### src/rtl/pidaw_pkg.sv
// ----------------------------------------------------------------------------
// PID controller package
// Shared widths, register indexes, limit status codes and APB sizing helpers.
// ----------------------------------------------------------------------------
package pidaw_pkg;

    localparam int DATA_WIDTH_DEF  = 32;
    localparam int FRAC_BITS_DEF   = 16;
    localparam int INTEG_W         = 48;
    localparam int TERM_W          = 62;
    localparam int TERM_LIMIT_LOG2 = 60;
    localparam int SUM_W           = 64;
    localparam int REG_INDEX_W     = 3;

    localparam logic MODE_UPDATE = 1'b0;
    localparam logic MODE_CLEAR  = 1'b1;

    typedef enum logic [REG_INDEX_W-1:0] {
        REG_KP          = 3'd0,
        REG_KI          = 3'd1,
        REG_KD          = 3'd2,
        REG_OUT_LOW     = 3'd3,
        REG_OUT_HIGH    = 3'd4,
        REG_ANTI_WINDUP = 3'd5,
        REG_AUTO_MODE   = 3'd6
    } t_reg_index;

    typedef enum logic [1:0] {
        LIMIT_NONE = 2'd0,
        LIMIT_HIGH = 2'd1,
        LIMIT_LOW  = 2'd2
    } t_limit_status;

    function automatic int apb_data_w(input int dw);
        return (dw > 32) ? 64 : 32;
    endfunction

    function automatic int apb_lsb(input int dw);
        return (dw > 32) ? 3 : 2;
    endfunction

endpackage

### src/rtl/pidaw_mul_term.sv
// ----------------------------------------------------------------------------
// PID term multiplier
// Signed gain times error, floor shift by the fraction bits, saturation to
// plus or minus 2^60, registered.
// ----------------------------------------------------------------------------
module pidaw_mul_term #(
    parameter int A_W       = pidaw_pkg::DATA_WIDTH_DEF,
    parameter int B_W       = pidaw_pkg::DATA_WIDTH_DEF + 1,
    parameter int FRAC_BITS = pidaw_pkg::FRAC_BITS_DEF
) (
    input  logic                                i_clk,
    input  logic                                i_en,
    input  logic signed [A_W-1:0]               i_a,
    input  logic signed [B_W-1:0]               i_b,
    output logic signed [pidaw_pkg::TERM_W-1:0] o_term
);

    localparam int P_W = A_W + B_W;
    localparam int EW  = (P_W > pidaw_pkg::TERM_W) ? P_W : pidaw_pkg::TERM_W;
    localparam logic signed [EW-1:0] TERM_MAX = EW'(1) <<< pidaw_pkg::TERM_LIMIT_LOG2;
    localparam logic signed [EW-1:0] TERM_MIN = -TERM_MAX;

    logic signed [P_W-1:0]               prod;
    logic signed [P_W-1:0]               shifted;
    logic signed [EW-1:0]                wide;
    logic signed [pidaw_pkg::TERM_W-1:0] n_term;
    logic signed [pidaw_pkg::TERM_W-1:0] r_term;

    assign prod    = P_W'(i_a) * P_W'(i_b);
    assign shifted = prod >>> FRAC_BITS;
    assign wide    = EW'(shifted);

    always_comb begin
        if (wide > TERM_MAX) begin
            n_term = TERM_MAX[pidaw_pkg::TERM_W-1:0];
        end else if (wide < TERM_MIN) begin
            n_term = TERM_MIN[pidaw_pkg::TERM_W-1:0];
        end else begin
            n_term = wide[pidaw_pkg::TERM_W-1:0];
        end
    end

    always_ff @(posedge i_clk) begin
        if (i_en) begin
            r_term <= n_term;
        end
    end

    assign o_term = r_term;

endmodule

### config.mk
export PLATFORM = sky130hd
export DESIGN_NAME = pidaw_mul_term
export DESIGN_NICKNAME = d
export VERILOG_FILES = /design/src/rtl/pidaw_pkg.sv /design/src/rtl/pidaw_mul_term.sv
export SDC_FILE = /design/constraint.sdc
export NUM_CORES = 2
export LEC_CHECK = 0
export BUFFER_PORTS_ARGS = -buffer_cell sky130_fd_sc_hd__buf_4
export CORE_AREA = 2 2 342 311
export CTS_CLUSTER_DIAMETER = 100
export CTS_CLUSTER_SIZE = 12
export DETAILED_ROUTE_END_ITERATION = 16
export DIE_AREA = 0 0 344 313
export PLACE_DENSITY = 0.63
export SLEW_MARGIN = 30
export SYNTH_ARGS = -nofsm -noshare
export SYNTH_HDL_FRONTEND = slang
export SYNTH_SLANG_ARGS = --single-unit
### constraint.sdc
create_clock -name i_clk -period 19.55 [get_ports i_clk]
set_clock_uncertainty 0.05 [all_clocks]
set_input_delay 0.9775 -clock i_clk [delete_from_list [all_inputs] [get_ports i_clk]]
set_output_delay 0.9775 -clock i_clk [all_outputs]
set_load 0.1 [all_outputs]
=== After elaboration in Yosys (flattened, before gate mapping) ===
Index checks and enable logic that the tools add are counted.

* Input bits: 67
* Word-level logic and storage cells: 7
* Register bits after elaboration: 62
* Output and inout port bits: 62

* Reduce and logical (&&, ||, !) cells: 1
* Multiply operators: 1
* Magnitude comparators: 2
* Multiplexer cells: 1

{| class="wikitable"
|+ Operator list
! kind !! number
|-
| $mul A32 B33 Y65 || 1
|-
| $gt A49 B62 Y1 const B || 1
|-
| $mux W62 || 1
|-
| $lt A49 B61 Y1 const B || 1
|-
| $reduce_or A2 Y1 || 1
|}

=== Depth between registers and ports, before layout ===
* Word-level depth: 3
* Depth in mapped cells: 28
* Mapped depth without buffers: 26

=== Worst setup path before layout ===
No wires, ideal clock.

* Path type: input to register
* Start point: input port i_b[32]
* End point: register r_term, in the netlist o_term[44], data pin
* Slack: 11.023 ns
* Arrival time: 8.213 ns
* Cell stages on the path: 28
* Path buffers: 2
* Data required time: 19.237 ns
* Cell sequence: clkbuf_1 -> nand2_1 -> inv_1 -> fa_1 -> inv_1 -> fa_1 -> inv_1 -> fa_1 -> fa_1 -> inv_1 -> fa_1 -> inv_1 -> fa_1 -> inv_1 -> fa_1 -> inv_1 -> fa_1 -> ha_1 -> clkbuf_1 -> inv_1 -> o21bai_1 -> a21o_1 -> a21o_1 -> a211oi_1 -> nor2_1 -> or3_1 -> a31oi_1 -> xnor2_1

* Longest elaborated chain between the ends: 3

{| class="wikitable"
|+ Ends and longest elaborated chain
! item !! line !! source
|-
| start: declaration || pidaw_mul_term.sv:14 || <nowiki>input logic signed [B_W-1:0] i_b,</nowiki>
|-
| $mul A32 B33 Y65 * || pidaw_mul_term.sv:29 || <nowiki>assign prod = P_W'(i_a) * P_W'(i_b);</nowiki>
|-
| named net prod[60] || pidaw_mul_term.sv:23 || <nowiki>logic signed [P_W-1:0] prod;</nowiki>
|-
| $gt A49 B62 Y1 or $lt A49 B61 Y1 (tied branches) || pidaw_mul_term.sv:34, pidaw_mul_term.sv:36 ||
|-
| $reduce_or A2 Y1 (no source line) || n/a ||
|-
| end signal: assignment || pidaw_mul_term.sv:45 || <nowiki>r_term <= n_term;</nowiki>
|-
| end: declaration || pidaw_mul_term.sv:27 || <nowiki>logic signed [pidaw_pkg::TERM_W-1:0] r_term;</nowiki>
|}

Mark *: on every way through the listed nets, which the timed path passes. The rest lies on a longest branch.
A chain may end at the register's enable or synchronous reset.

=== Worst setup path in the final report ===
* Start point: input port i_a[2]
* End point: register r_term, in the netlist o_term[59], data pin

* Longest elaborated chain between the ends: 3

{| class="wikitable"
|+ Ends and longest elaborated chain
! item !! line !! source
|-
| start: declaration || pidaw_mul_term.sv:13 || <nowiki>input logic signed [A_W-1:0] i_a,</nowiki>
|-
| $mul A32 B33 Y65 * || pidaw_mul_term.sv:29 ||
|-
| named net prod[64] || pidaw_mul_term.sv:23 ||
|-
| $gt A49 B62 Y1 or $lt A49 B61 Y1 (tied branches) || pidaw_mul_term.sv:34, pidaw_mul_term.sv:36 ||
|-
| $reduce_or A2 Y1 (no source line) || n/a ||
|}

Marks and branches as above.

==> results.md <==
- RSZ-0062 raised after global routing: false
- Cell with the most instances after synthesis: fa_1
- Routed WL: 102,100 µm
- Fin area: 40,230 µm²
- Yosys reg bits: 49
- Port bufs: 128
- Clk pin slew, worst setup/hold paths: 100 ps
- Largest register FFs: 49
- CP Data Arrival Time: 9220 ps
- WL met1: 43,340 µm
- Post-synthesis instance total: 3,977
- Kind of critical path: input pin to flip-flop
- Vias: 26,020
- Sequential area share after synthesis: 3.846%
- Total global-route track usage: 20.26%
- Max Clock Freq: 0.1094 GHz
- Pre-antenna DRT Iters: 6
- Post-CTS Setup Bufs: 0
- Clock Path Buffers: 2
- Core footprint: 104,300 µm²
- Worst-Margin Slew: 898.9 ps
- Starting Density: 36.66%
- # hold bufs at CTS: 0
- Worst endpoint required time: 19,620 ps
- Layout Area Growth over Synthesis: 5.158%
- Synthesized area: 38,260 µm²
- Hold Vio Cnt, Final: 0
- First-pass GRT wire length: 167,500 µm
- Status: completed
- Critical Path Fanout Max: 33
- Wire per inst: 19.36 µm
- Final setup fails: 0
- Area of the multi-input gates: 32,190 µm²
- Initial antenna violation count: 15
- First-iteration detailed-routing DRC count: 1,531
- DR DRC count: 0
- Min Tclk post-route: 9143 ps
- Synth area leaders: fa_1 58%, inv_1 9.7%, and2_1 8.6%, ha_1 6.0%, nand2_1 5.2%
- WL met2: 47,620 µm
- Chip width: 344 µm
- Syn Nets: 5,337
- Mean area per synthesized cell: 9.619 µm²
- Startpoint types: input pin
- Clk root buf: clkbuf_16
- Largest net degree at the start of global routing: 50
- Die H: 313 µm
- Post-DP HPWL: 79,720 µm
- Post_cts resized: 0
- GR Overflow Total: 0
- Post-DP Area: 40,070 µm²
- Synth unique cells: 60
- Number of synthesized flops with an enable pin: 49
- Number of global-route vias before repair: 29,380
- Hold Path Class: input pin to flip-flop
- Top cell type by total area after synthesis: fa_1
- Share of post-route cells with drive strength above 1: 3.906%
- Share of the synthesized area in the top cell type: 58.14%
- Relative slew slack: 39.52%
- Sink Count: 49
- Max Cap Viol: 0
- H-tree Lvls: 2
- Vias per Instance: 4.935
- Met3 wire length: 8340 µm
- Top Layer Used: met5
- Commonest cells post-synth: 1,111 x fa_1, 986 x inv_1, 532 x nand2_1
- Layout Utilization: 38.55%
- Register area: 1471 µm²
- Routed Antenna Nets: 0
- Crit. End Element: flip-flop
- Final period utilization: 46.77%
- Num ports: 129
- CTS Buf Count: 5
- Final setup TNS: 0 ps
- Fill count: 10,430
- Synth async-reset ratio: 0%
- Max Slew Vio Count: 0
- Nets: 5,250
- Top_reg_cell synth: edfxtp_1
- Die footprint: 107,700 µm²
- YS warnings: 0
- Placer's final routability congestion estimate: 0.8650
- Row cnt: 113
- CTS tree: built
-- cells in the final DEF (no fill, tap or decap), drive strengths merged, types with 5 or more instances in the layout --
master and n:
a21oi 50, buf 130, o211ai 6, nand2 532, nor3 12, nand3 14
fa 1111, o21a 6, nor2b 6, xor2 23, a31o 5, xnor2 35
clkbuf 5, ha 182, nand4 10, edfxtp 49, a31oi 7, nor2 56
and2 523, o21bai 8, inv 986, a21o 32, nand2b 9, a211oi 7
o21ai 33, and3 7
-- per-layer routing --
metal	up-vias	GRT usage, %
met5	-	0.4876
met4	26	4.970
met3	168	4.828
met2	883	32.19
met1	13790	27.94
li1	11150	-
-- cell families (layout without fill, tap and decap cells) --
kind of cell,count (synthesis),after routing,share of synthesized area [%]
adder cells (fa/ha/maj),1293,1293,64.09
buffers and inverters,1211,1125,12.02
AND/OR/NAND/NOR,1185,1185,15.51
AO/OA/AOI/OAI,179,179,3.150
XOR/XNOR,58,58,1.328
flip-flops,49,49,3.846
multiplexers,2,2,0.05233
other,0,1,0
-- worst max-delay path, stage by stage --
cell and delay, ps:
buf_4 500, nand2_1 170, inv_1 150, fa_1 460
fa_1 490, fa_1 740, fa_1 970, inv_1 360
fa_1 570, inv_1 60, fa_1 560, fa_1 460
fa_1 490, ha_1 400, a21oi_1 210, o21bai_1 80
a21o_1 190, a21o_1 190, a211oi_1 310, o21ai_0 120
o21ai_0 340, nor4bb_1 330, nor3_1 80
-- per-stage QoR --
stage,worst slack [ps],hold slack [ps],cells
floorplan,11020,1040,3977
global placement,9995,1497,5263
detailed placement,10080,1498,5263
CTS,10460,1191,5271
global route,9890,1211,5271
finish,10410,1162,5272
-- worst paths after layout --
check	slack (ps)	to	cells after the start	startpoint
worst max-delay path	10410	o_term[59]$_DFFE_PP_	23	i_a[2]
worst min-delay path	1160	o_term[6]$_DFFE_PP_	1	i_en
-- cell type report --
type	count	share of cell area, %
antenna	1	0.006220
clock buffer	5	0.3110
clock inverter	3	0.08398
inverter	987	9.209
multi-input combinational	2717	80.01
sequential	49	3.658
tap	1380	4.292
timing repair buffer	130	2.426
Power is not shown: default switching activity piles up to over one toggle a cycle in this logic, so the estimate is an artifact.
